### config.mk
export PLATFORM = sky130hd
export DESIGN_NAME = per_key_circuit_breaker_unit
export DESIGN_NICKNAME = d
export VERILOG_FILES = /design/src/rtl/core/pkcb_pkg.sv /design/src/rtl/core/per_key_circuit_breaker_unit.sv /design/src/rtl/core/pkcb_ctrl.sv /design/src/rtl/core/pkcb_dpath.sv
export SDC_FILE = /design/constraint.sdc
export NUM_CORES = 1
export LEC_CHECK = 0
export BUFFER_PORTS_ARGS = -buffer_cell sky130_fd_sc_hd__buf_4
export CAP_MARGIN = 20
export CORE_MARGIN = 5
export CORE_UTILIZATION = 35
export CTS_CLUSTER_DIAMETER = 200
export DETAILED_ROUTE_END_ITERATION = 7
export PLACE_DENSITY = 0.53
export SYNTH_ARGS = -nofsm -noshare
export SYNTH_HDL_FRONTEND = slang
export SYNTH_SLANG_ARGS = --single-unit
### constraint.sdc
create_clock -name i_clk -period 11.2 [get_ports i_clk]
set_input_delay 1.68 -clock i_clk [delete_from_list [all_inputs] [get_ports i_clk]]
set_output_delay 1.68 -clock i_clk [all_outputs]
set_load 0.01 [all_outputs]
### src/rtl/core/pkcb_pkg.sv
package pkcb_pkg;

    // default sizing
    localparam int KEY_COUNT_DEF = 16;
    localparam int TIME_BITS_DEF = 32;

    // fixed field widths
    localparam int KEY_IDX_W = 4;
    localparam int OUTCOME_W = 3;
    localparam int LIMIT_W   = 8;
    localparam int WAIT_W    = 32;
    localparam int COUNT_W   = 9;
    localparam int CFG_IDX_W = 1;
    localparam int CFG_DAT_W = 32;

    // register reset values and failure count ceiling
    localparam logic [LIMIT_W-1:0] LIMIT_RST = LIMIT_W'(2);
    localparam logic [WAIT_W-1:0]  WAIT_RST  = WAIT_W'(10);
    localparam logic [COUNT_W-1:0] COUNT_MAX = '1;

    // configuration register indexes
    localparam logic [CFG_IDX_W-1:0] CFG_FAILURE_LIMIT = 1'b0;
    localparam logic [CFG_IDX_W-1:0] CFG_WAIT_TICKS    = 1'b1;

    // item opcodes
    localparam logic OP_TICK = 1'b0;
    localparam logic OP_CALL = 1'b1;

    // outcome codes
    localparam logic [OUTCOME_W-1:0] OUT_TICK            = 3'd0;
    localparam logic [OUTCOME_W-1:0] OUT_RAN_OK          = 3'd1;
    localparam logic [OUTCOME_W-1:0] OUT_FAILED_FALLBACK = 3'd2;
    localparam logic [OUTCOME_W-1:0] OUT_FAILED_RAISED   = 3'd3;
    localparam logic [OUTCOME_W-1:0] OUT_REJECT_FALLBACK = 3'd4;
    localparam logic [OUTCOME_W-1:0] OUT_REJECT_RAISED   = 3'd5;

    // breaker mode per key
    typedef enum logic [1:0] {
        MODE_PASSING = 2'd0,
        MODE_TRIPPED = 2'd1,
        MODE_TRIAL   = 2'd2
    } t_mode;

    // controller states
    typedef enum logic [1:0] {
        ST_CLEAR,
        ST_IDLE,
        ST_EXEC
    } t_state;

    // controller to datapath commands
    typedef struct packed {
        logic clear;
        logic capture;
        logic exec;
    } t_cmd;

endpackage

### src/rtl/core/per_key_circuit_breaker_unit.sv
// Per-key circuit breaker. After reset the block sweeps its key store clear, one key
// per cycle, so busy stays high until the last key is cleared, and only then is the
// first transaction taken. An item is accepted when start is high and busy is low;
// the key's entry is read from the store at that edge, and in the next cycle the
// entry is updated and written back while busy is high. The result appears on
// o_outcome and o_tripped_now with o_valid high for exactly one cycle, the cycle after
// busy was high; it cannot be held off, so it must be taken then. That same cycle a
// new transaction may already be started. Configuration writes are always taken.
module per_key_circuit_breaker_unit
    import pkcb_pkg::*;
#(
    parameter int KEY_COUNT = KEY_COUNT_DEF,
    parameter int TIME_BITS = TIME_BITS_DEF
) (
    input  logic                  i_clk,
    input  logic                  i_rst_n,
    input  logic                  start,
    output logic                  busy,
    input  logic                  i_op,
    input  logic [KEY_IDX_W-1:0]  i_key_index,
    input  logic                  i_call_fails,
    input  logic                  i_has_fallback,
    output logic                  o_valid,
    output logic [OUTCOME_W-1:0]  o_outcome,
    output logic                  o_tripped_now,
    input  logic                  i_cfg_valid,
    output logic                  o_cfg_ready,
    input  logic [CFG_IDX_W-1:0]  i_cfg_index,
    input  logic [CFG_DAT_W-1:0]  i_cfg_data
);

    localparam int KEY_W = (KEY_COUNT > 1) ? $clog2(KEY_COUNT) : 1;

    t_cmd             w_cmd;
    logic [KEY_W-1:0] w_clr_addr;

    assign o_cfg_ready = 1'b1;

    // controller
    pkcb_ctrl #(
        .KEY_COUNT (KEY_COUNT)
    ) u_ctrl (
        .i_clk      (i_clk),
        .i_rst_n    (i_rst_n),
        .start      (start),
        .busy       (busy),
        .o_cmd      (w_cmd),
        .o_clr_addr (w_clr_addr)
    );

    // datapath
    pkcb_dpath #(
        .KEY_COUNT (KEY_COUNT),
        .TIME_BITS (TIME_BITS)
    ) u_dpath (
        .i_clk          (i_clk),
        .i_rst_n        (i_rst_n),
        .i_cmd          (w_cmd),
        .i_clr_addr     (w_clr_addr),
        .i_op           (i_op),
        .i_key_index    (i_key_index),
        .i_call_fails   (i_call_fails),
        .i_has_fallback (i_has_fallback),
        .i_cfg_we       (i_cfg_valid && o_cfg_ready),
        .i_cfg_index    (i_cfg_index),
        .i_cfg_data     (i_cfg_data),
        .o_valid        (o_valid),
        .o_outcome      (o_outcome),
        .o_tripped_now  (o_tripped_now)
    );

    // a result always follows an update cycle
    a_valid_after_exec: assert property (@(posedge i_clk) disable iff (!i_rst_n)
        o_valid |-> $past(w_cmd.exec))
        else $error("result strobe without an update cycle");

    // an accepted transaction keeps the block busy for its update cycle
    a_busy_after_capture: assert property (@(posedge i_clk) disable iff (!i_rst_n)
        w_cmd.capture |=> (busy && w_cmd.exec))
        else $error("update cycle missing after capture");

    // a trip only comes with a failed call
    a_trip_on_failure: assert property (@(posedge i_clk) disable iff (!i_rst_n)
        (o_valid && o_tripped_now) |->
            (o_outcome == OUT_FAILED_FALLBACK || o_outcome == OUT_FAILED_RAISED))
        else $error("trip reported without a failed call");

endmodule

### src/rtl/core/pkcb_ctrl.sv
module pkcb_ctrl
    import pkcb_pkg::*;
#(
    parameter int KEY_COUNT = KEY_COUNT_DEF
) (
    input  logic                     i_clk,
    input  logic                     i_rst_n,
    input  logic                     start,
    output logic                     busy,
    output t_cmd                     o_cmd,
    output logic [((KEY_COUNT > 1) ? $clog2(KEY_COUNT) : 1)-1:0] o_clr_addr
);

    function automatic int KEY_W_CALC();
        return (KEY_COUNT > 1) ? $clog2(KEY_COUNT) : 1;
    endfunction

    localparam int KEY_W = KEY_W_CALC();
    localparam logic [KEY_W-1:0] LAST_KEY = KEY_W'(KEY_COUNT - 1);

    t_state r_state, n_state;
    logic [KEY_W-1:0] r_clr_addr, n_clr_addr;

    // state and sweep address registers
    always_ff @(posedge i_clk) begin
        if (!i_rst_n) begin
            r_state    <= ST_CLEAR;
            r_clr_addr <= '0;
        end else begin
            r_state    <= n_state;
            r_clr_addr <= n_clr_addr;
        end
    end

    // next state and commands
    always_comb begin
        n_state    = r_state;
        n_clr_addr = r_clr_addr;
        o_cmd      = '0;
        busy       = 1'b1;
        case (r_state)
            ST_CLEAR: begin
                o_cmd.clear = 1'b1;
                if (r_clr_addr == LAST_KEY) begin
                    n_state    = ST_IDLE;
                    n_clr_addr = '0;
                end else begin
                    n_clr_addr = r_clr_addr + KEY_W'(1);
                end
            end
            ST_IDLE: begin
                busy = 1'b0;
                if (start) begin
                    o_cmd.capture = 1'b1;
                    n_state       = ST_EXEC;
                end
            end
            ST_EXEC: begin
                o_cmd.exec = 1'b1;
                n_state    = ST_IDLE;
            end
            default: begin
                n_state = ST_CLEAR;
            end
        endcase
    end

    assign o_clr_addr = r_clr_addr;

endmodule

### src/rtl/core/pkcb_dpath.sv
module pkcb_dpath
    import pkcb_pkg::*;
#(
    parameter int KEY_COUNT = KEY_COUNT_DEF,
    parameter int TIME_BITS = TIME_BITS_DEF
) (
    input  logic                     i_clk,
    input  logic                     i_rst_n,
    input  t_cmd                     i_cmd,
    input  logic [((KEY_COUNT > 1) ? $clog2(KEY_COUNT) : 1)-1:0] i_clr_addr,
    input  logic                     i_op,
    input  logic [KEY_IDX_W-1:0]     i_key_index,
    input  logic                     i_call_fails,
    input  logic                     i_has_fallback,
    input  logic                     i_cfg_we,
    input  logic [CFG_IDX_W-1:0]     i_cfg_index,
    input  logic [CFG_DAT_W-1:0]     i_cfg_data,
    output logic                     o_valid,
    output logic [OUTCOME_W-1:0]     o_outcome,
    output logic                     o_tripped_now
);

    function automatic int KEY_W_CALC();
        return (KEY_COUNT > 1) ? $clog2(KEY_COUNT) : 1;
    endfunction

    localparam int KEY_W   = KEY_W_CALC();
    localparam int ENTRY_W = 2 + COUNT_W + TIME_BITS;
    localparam int CMP_W   = (TIME_BITS > WAIT_W) ? TIME_BITS : WAIT_W;
    localparam int IDX_N   = 2 ** KEY_IDX_W;

    // per-key breaker store: {mode, count, trip time}
    logic [ENTRY_W-1:0] r_mem [KEY_COUNT];

    logic [LIMIT_W-1:0]   r_limit;
    logic [WAIT_W-1:0]    r_wait;
    logic [TIME_BITS-1:0] r_time, n_time;

    logic                 r_op, r_fails, r_fallback;
    logic [KEY_W-1:0]     r_key;
    logic [ENTRY_W-1:0]   r_rd;

    logic                 r_valid;
    logic [OUTCOME_W-1:0] r_outcome, n_outcome;
    logic                 r_tripped, n_tripped;

    logic [KEY_W-1:0]     w_key_map [IDX_N];
    logic                 w_we;
    logic [KEY_W-1:0]     w_waddr;
    logic [ENTRY_W-1:0]   w_wdata;

    t_mode                w_mode, w_mode_new;
    logic [COUNT_W-1:0]   w_cnt, w_cnt_new, w_cnt_inc;
    logic [TIME_BITS-1:0] w_tt, w_tt_new, w_elapsed;
    logic                 w_wait_open;
    logic                 w_upd;

    // key index folding onto the store depth
    for (genvar v = 0; v < IDX_N; v++) begin : g_key_map
        assign w_key_map[v] = KEY_W'(v % KEY_COUNT);
    end

    // configuration registers
    always_ff @(posedge i_clk) begin
        if (!i_rst_n) begin
            r_limit <= LIMIT_RST;
            r_wait  <= WAIT_RST;
        end else if (i_cfg_we) begin
            case (i_cfg_index)
                CFG_FAILURE_LIMIT: r_limit <= i_cfg_data[LIMIT_W-1:0];
                CFG_WAIT_TICKS:    r_wait  <= i_cfg_data[WAIT_W-1:0];
                default: ;
            endcase
        end
    end

    // shared time counter
    always_ff @(posedge i_clk) begin
        if (!i_rst_n) begin
            r_time <= '0;
        end else begin
            r_time <= n_time;
        end
    end

    // capture the transaction and read its key entry
    always_ff @(posedge i_clk) begin
        if (i_cmd.capture) begin
            r_op       <= i_op;
            r_fails    <= i_call_fails;
            r_fallback <= i_has_fallback;
            r_key      <= w_key_map[i_key_index];
            r_rd       <= r_mem[w_key_map[i_key_index]];
        end
    end

    // store write port
    always_ff @(posedge i_clk) begin
        if (w_we) begin
            r_mem[w_waddr] <= w_wdata;
        end
    end

    // unpack the entry read
    assign w_mode    = t_mode'(r_rd[ENTRY_W-1 -: 2]);
    assign w_cnt     = r_rd[TIME_BITS +: COUNT_W];
    assign w_tt      = r_rd[TIME_BITS-1:0];
    assign w_elapsed = r_time - w_tt;
    assign w_wait_open = CMP_W'(w_elapsed) >= CMP_W'(r_wait);
    assign w_cnt_inc = (w_cnt == COUNT_MAX) ? w_cnt : w_cnt + COUNT_W'(1);

    // breaker update
    always_comb begin
        n_time     = r_time;
        n_outcome  = OUT_TICK;
        n_tripped  = 1'b0;
        w_upd      = 1'b0;
        w_mode_new = w_mode;
        w_cnt_new  = w_cnt;
        w_tt_new   = w_tt;
        if (i_cmd.exec) begin
            if (r_op == OP_TICK) begin
                n_time = r_time + TIME_BITS'(1);
            end else if (w_mode == MODE_TRIPPED && !w_wait_open) begin
                n_outcome = r_fallback ? OUT_REJECT_FALLBACK : OUT_REJECT_RAISED;
            end else begin
                w_upd = 1'b1;
                // wait elapsed: tripped key goes to trial
                if (w_mode == MODE_TRIPPED) begin
                    w_mode_new = MODE_TRIAL;
                    w_tt_new   = r_time;
                end
                if (!r_fails) begin
                    if (w_mode_new == MODE_TRIAL) begin
                        w_mode_new = MODE_PASSING;
                        w_cnt_new  = '0;
                    end
                    n_outcome = OUT_RAN_OK;
                end else begin
                    w_cnt_new = w_cnt_inc;
                    if (w_cnt_inc > COUNT_W'(r_limit)) begin
                        w_mode_new = MODE_TRIPPED;
                        w_tt_new   = r_time;
                        n_tripped  = 1'b1;
                    end
                    n_outcome = r_fallback ? OUT_FAILED_FALLBACK : OUT_FAILED_RAISED;
                end
            end
        end
    end

    // write select: clearing sweep or call update
    assign w_we    = i_cmd.clear || w_upd;
    assign w_waddr = i_cmd.clear ? i_clr_addr : r_key;
    assign w_wdata = i_cmd.clear ? ENTRY_W'(0) : {w_mode_new, w_cnt_new, w_tt_new};

    // result registers
    always_ff @(posedge i_clk) begin
        if (!i_rst_n) begin
            r_valid <= 1'b0;
        end else begin
            r_valid <= i_cmd.exec;
        end
    end

    always_ff @(posedge i_clk) begin
        if (i_cmd.exec) begin
            r_outcome <= n_outcome;
            r_tripped <= n_tripped;
        end
    end

    assign o_valid       = r_valid;
    assign o_outcome     = r_outcome;
    assign o_tripped_now = r_tripped;

endmodule
Word-level counts from Yosys, hierarchy flattened

Memory sizes are Yosys's and may differ from the RTL's. A register that Yosys moved wholly into a read port is not among the register bits.
Index checks and enable logic that the tools add are counted.

Word-level logic and storage cells: 87
ROM bits: 64
Register bits: 90
Memory bits (writable): 688
Memories: 2
Input bits: 44

Reductions and logical operators: 9
Magnitude comparators: 3
Bitwise operators: 4
Eq/ne operators: 8
$add $sub $neg: 4
Muxes and demuxes: 45

Memories:

| memory          | words | width | rd ports | clocked after Yosys merged registers in | wr ports | line             | text |
|---|---|---|---|---|---|---|---|
| u_dpath.r_mem   | 16    | 43    | 1        | 1                                       | 1        | pkcb_dpath.sv:33 | `logic [ENTRY_W-1:0] r_mem [KEY_COUNT];` |
| (no name shown) | 16    | 4     | 1        | 0                                       | 0        | pkcb_dpath.sv:92 | `r_key <= w_key_map[i_key_index];` |

Operators by type and width:

| operator                                      | count |
|---|---|
| 2-to-1 mux 32 bit                             | 6 |
| 2-to-1 mux 9 bit                              | 6 |
| 2-to-1 mux 43 bit                             | 1 |
| adder 32 x 1 -> 32 bit, second input constant | 1 |
| >= comparator 32 bit                          | 1 |
| subtractor 32 bit                             | 1 |
| 2-to-1 mux 2 bit                              | 12 |
| 2-to-1 mux 4 bit                              | 4 |
| 2-to-1 mux 1 bit                              | 13 |
| adder 9 x 1 -> 9 bit, second input constant   | 1 |
| == test 9 bit, second input constant          | 1 |
| > comparator 9 x 8 -> 1 bit                   | 1 |
| AND reduction 2 bit                           | 4 |
| 2-to-1 mux 3 bit                              | 2 |
| case mux 2 bit (3 select lines)               | 1 |
| >= comparator 5 bit, second input constant    | 1 |
| NOT 4 -> 5 bit                                | 1 |
| adder 4 x 1 -> 4 bit, second input constant   | 1 |
| == test 2 x 1 -> 1 bit, second input constant | 2 |
| == test 2 bit, second input constant          | 2 |
| == test 4 bit, second input constant          | 1 |
| NOT 1 bit                                     | 3 |
| OR reduction 3 bit                            | 1 |
| logical NOT 2 bit                             | 1 |
| 5 further kinds                               | 5 |

Depth between registers and ports, before layout

Depth after elaboration: 14
Depth in mapped cells: 23

By module

From an unflattened synthesis, not the netlist that was laid out.

Cell total of the unflattened synthesis: 1972
Area, all modules: 34334.2 µm²

Modules (own cells, without submodules):

| module                       | times used | sequential area each (µm²) | area an instance (µm²) | cells each |
|---|---|---|---|---|
| pkcb_dpath                   | 1          | 23742.8                    | 34055.2                | 1938 |
| pkcb_ctrl                    | 1          | 120.1                      | 267.8                  | 32 |
| per_key_circuit_breaker_unit | 1          | 0.0                        | 11.3                   | 2 |

Worst setup path before layout

No wires, ideal clock.

Kind: flip-flop to flip-flop
Start point: register u_dpath.r_time[0]
End point: memory u_dpath.r_mem[4][0] (netlist bit), enable pin
Period minus slack after synthesis: 8642 ps
Required time: 10638 ps
Data arrival time: 8080 ps
Library setup time: 562 ps
Slack: 2558 ps
Stages on the path, launching flop included: 21
Path buffers: 1
Path through: dfxtp_1 > inv_1 > ha_1 > inv_1 > fa_1 > a211o_1 > a21oi_1 > o211ai_1 > a21oi_1 > o21ai_0 > a41oi_1 > nand3b_1 > nand3_1 > ha_1 > nand4_1 > o21ai_0 > o21ai_0 > o21ai_1 > buf_2 > nand3_2 > o41ai_1

Cells in the longest elaborated chain, start to end: 10

RTL lines:

| what                                   | line              | text |
|---|---|---|
| start: declaration                     | pkcb_dpath.sv:37  | `logic [TIME_BITS-1:0] r_time, n_time;` |
| start signal: assignment               | pkcb_dpath.sv:82  | `r_time <= n_time;` |
| subtractor 32 bit                      | pkcb_dpath.sv:108 | `assign w_elapsed = r_time - w_tt;` |
| >= comparator 32 bit                   | pkcb_dpath.sv:109 | `assign w_wait_open = CMP_W'(w_elapsed) >= CMP_W'(r_wait);` |
| logical NOT 1 bit                      | pkcb_dpath.sv:124 | `end else if (w_mode == MODE_TRIPPED && !w_wait_open) begin` |
| logical AND 1 bit                      | pkcb_dpath.sv:124 |  |
| 2-to-1 mux 1 bit                       | pkcb_dpath.sv:124 |  |
| 2-to-1 mux 1 bit                       | pkcb_dpath.sv:122 | `if (r_op == OP_TICK) begin` |
| 2-to-1 mux 1 bit                       | pkcb_dpath.sv:121 | `if (i_cmd.exec) begin` |
| logical OR 1 bit                       | pkcb_dpath.sv:153 | `assign w_we = i_cmd.clear \|\| w_upd;` |
| 2-to-1 mux 1 bit                       | pkcb_dpath.sv:99  | `if (w_we) begin` |
| 2-to-1 mux 1 bit (implied by the code) | pkcb_dpath.sv:100 | `r_mem[w_waddr] <= w_wdata;` |
| end: declaration                       | pkcb_dpath.sv:33  |  |

Every way passes these cells.

Worst setup path after layout

Start point: register u_dpath.r_time[0]
End point: memory u_dpath.r_mem[1][12] (netlist bit), enable pin

The elaborated chain is that of the path after synthesis.

==> results.toml <==
[synthesis]
ys_seq_area_share_pct = 69.19
synthCells = 1939
synth_area_sq_um = 34490
synth_edf_count = 742
ys_async_sr_fraction_pct = 0
ys_ff_latch = 821
ys_top_cells_by_area = "edfxtp_1 (65%), mux4_2 (14%), dfxtp_1 (4.6%)"
ys_warn_count = 0
yosysTopAreaCell = "edfxtp_1"
syn_nets = 2061
netlist.area_leader.share_pct = 64.60
synth.distinct_cells = 77
synth_commonest_cells = "edfxtp_1 (742), mux4_2 (215), nand2_1 (140), inv_1 (92), dfxtp_1 (79)"
syn-mean-instance-area_sq_um = 17.79
yosysMostFrequentCell = "edfxtp_1"
synth_ff_type = "edfxtp_1"

[routing]
drtIter0Drc = 1482
drc = 0
ant_nets = 0
first_pass_iters = 5
wire_per_inst_microns = 25.36
vias_per_cell = 5.340
vias = 18100
wirelength_mm = 85.95

[global_route]
grt_usage_pct = 16.39
grt_start_max_net_pins = 84
grt_pass1_vias = 18730
grt_pass1_wl_mm = 125.8
grt-ovfl-total = 0
antenna_found_initial = 0

[sta]
hold_violations = 0
finalClockSkew_ps = 31.10
grt_setup_unrepaired = "no"
finalCritPeriodShare_pct = 67.11
worst_pin_slew_ps = 1041
finalCriticalPeriod_ps = 7517
fmax_ghz = 0.1330
tns_ps = 0
maxSlewViolCount = 0
slew_headroom_pct = 30.57
finalSetupViolCount = 0
hold_slack_ps = 470.6

[worst_hold_path]
hold_class = "flop to flop"
hold_start = "u_dpath.r_wait[8]"
hold-path-endpoint = "u_dpath.r_wait[8]"
hold-path-cell-count = 2

[critical_path]
r2r_slack_ps = 3680
critPathMaxFanout = 29
worst_ep_arrival_time_ps = 7760
crit_family = "compound AO/OA/AOI/OAI gates"
crit_required_ps = 11450
slowest_stage = "o31ai_4"
crit_top_cell = "o21ai_0"
path_cells = "inv_1, ha_1, inv_1, fa_1, a211o_1, a21oi_1, o211ai_1, a21oi_1, o21ai_0, a41oi_1, nand3b_1, nand3_1, ha_1, nand4_1, o21ai_0, o21ai_0, o21ai_2, buf_4, nand3_2, o31ai_4, buf_4"
end_kind = "flop"
cp_slowest_stage_delay_ps = 1070
worst-path-buf-inv = 4
rr_worst_depth = 21
start_kind = "flop"
regToRegStartpoint = "u_dpath.r_time[0]"
rr_endpoint = "u_dpath.r_mem[1][12]"
critPathKind = "flop to flop"

[finish]
seq_area_sq_um = 23860
nFillCells = 8843
finalInstanceArea_sq_um = 39460
multi_input_area_sq_um = 10090
synthToLayoutAreaGrowth_pct = 14.40
num_antenna_cells = 0
nNetsFinal = 2152
final-instance-count-excl-fill = 3389
drive_gt1_share_pct = 22.41

[floorplan]
core_sq_um = 98130
pin_count = 51
start_util_pct = 35.15
rows = 115
die_y_microns = 323.9
die_w_microns = 323.9
dieArea_sq_um = 104900

[clock_tree]
insertion_delay_ps = 640
cts_buffers = 87
clk_pin_slew_ps = 60
cts_root_buffer = "clkbuf_16"
cts_buffer_depth = 3
ctsResizeCount = 0
post_cts_buffers = 0
cts_max_level = 3
cts_tree = "yes"
cts_sinks = 821
cts.hold.buffers_added = 0

[power_and_ir_drop]
ir_drop_mv = 0.1320
p_per_area_nw_per_um2 = 165.9
p_leak_nw = 12.93

[placed_design]
portBuffers = 49
gp_congestion = 0.8173
place_hpwl_mm = 49.67
placed_area_sq_um = 36560
dp.cells = 3222

[run_status]
status = "finished clean"

[run]
maxCapViolations = 0
## logic make-up after synthesis
kind of cell	Yosys count	share of synthesized area, %
xor+xnor	61	1.549
other cells	1	0.01087
fa+ha+maj	78	2.851
simple gates	327	4.792
flops	821	69.19
mux	218	14.13
compound gates	252	5.344
buf+inv	181	2.140
## flip-flops by register name, indices dropped and copies added, names as in the netlist, 2 cells and up
name and cells:
u_dpath.r_rd 43, u_ctrl.r_state 2, u_dpath.r_wait 32, u_dpath.r_mem 688, u_dpath.r_key 4, u_dpath.r_limit 8, u_dpath.r_time 32, u_ctrl.o_clr_addr 4
u_dpath.o_outcome 3
## layer usage
| layer | up-vias | global-route usage [%] | part of all wire (%) |
|---|---|---|---|
| met5 | - | 0 | 0 |
| met4 | 0 | 4.352 | 2.8 |
| met3 | 125 | 2.664 | 4.8 |
| met2 | 503 | 27.65 | 49 |
| met1 | 9542 | 22.32 | 44 |
| li1 | 7928 | - | - |
## worst register-to-register path, cell delays in order, from the launching register on
cell and delay (ps):
dfxtp_1 360, inv_1 110, ha_1 190, inv_1 70, fa_1 440, a211o_1 300, a21oi_1 320, o211ai_1 210
a21oi_1 190, o21ai_0 130, a41oi_1 380, nand3b_1 170, nand3_1 90, ha_1 290, nand4_1 100, o21ai_0 470
o21ai_0 230, o21ai_2 270, buf_4 310, nand3_2 700, o31ai_4 1080, buf_4 690
## per-stage QoR
step	power, mW	setup slack, ps	utilization (%)
global route	6.773	3211	40.21
detailed placement	3.757	3665	37.26
finish	6.545	3683	40.21
global placement	3.752	3719	37.24
floorplan	3.648	2558	-
CTS	6.633	3604	40.16
## cell usage in the layout, fill, tap and decap left out, drive strengths merged, types with 13 or more instances in the layout
cell,netlist,final
nor2b,13,13
dfxtp,79,79
buf,35,91
nand2,140,140
mux4,215,215
clkbuf,54,127
a22o,33,33
a21boi,41,41
nand4,20,20
xnor2,49,49
edfxtp,742,742
nand3,38,38
nor2,31,31
inv,92,93
a21o,19,19
a21oi,42,42
and2,35,35
clkinv,0,22
ha,77,77
o21ai,28,28
## where the power goes
| group | switching [mW] | internal [mW] |
|---|---|---|
| registers | 0.0190 | 3.37 |
| logic | 0.161 | 0.129 |
| clock network | 1.17 | 1.70 |
## worst max-delay path by stage
| stage | cells after the start | to | start |
|---|---|---|---|
| after CTS | 21 | u_dpath.r_mem[1][12] | u_dpath.r_time[0] |
| final | 21 | u_dpath.r_mem[1][12] | u_dpath.r_time[0] |
| after floorplan | 20 | u_dpath.r_mem[4][0] | u_dpath.r_time[0] |
| after detailed placement | 21 | u_dpath.r_mem[1][15] | u_dpath.r_time[0] |
| after global placement | 21 | u_dpath.r_mem[2][15] | u_dpath.r_time[0] |
| after global routing | 21 | u_dpath.r_mem[1][13] | u_dpath.r_time[0] |
## layout make-up
cell class                 count  area share (%)
clock buffer                 127           6.263
clock inverter                34          0.9671
inverter                      92          0.8752
multi-input combinational    937           25.58
sequential                   821           60.48
tap                         1287           4.081
timing repair buffer          91           1.754
Power figures use the tool's default switching activity.
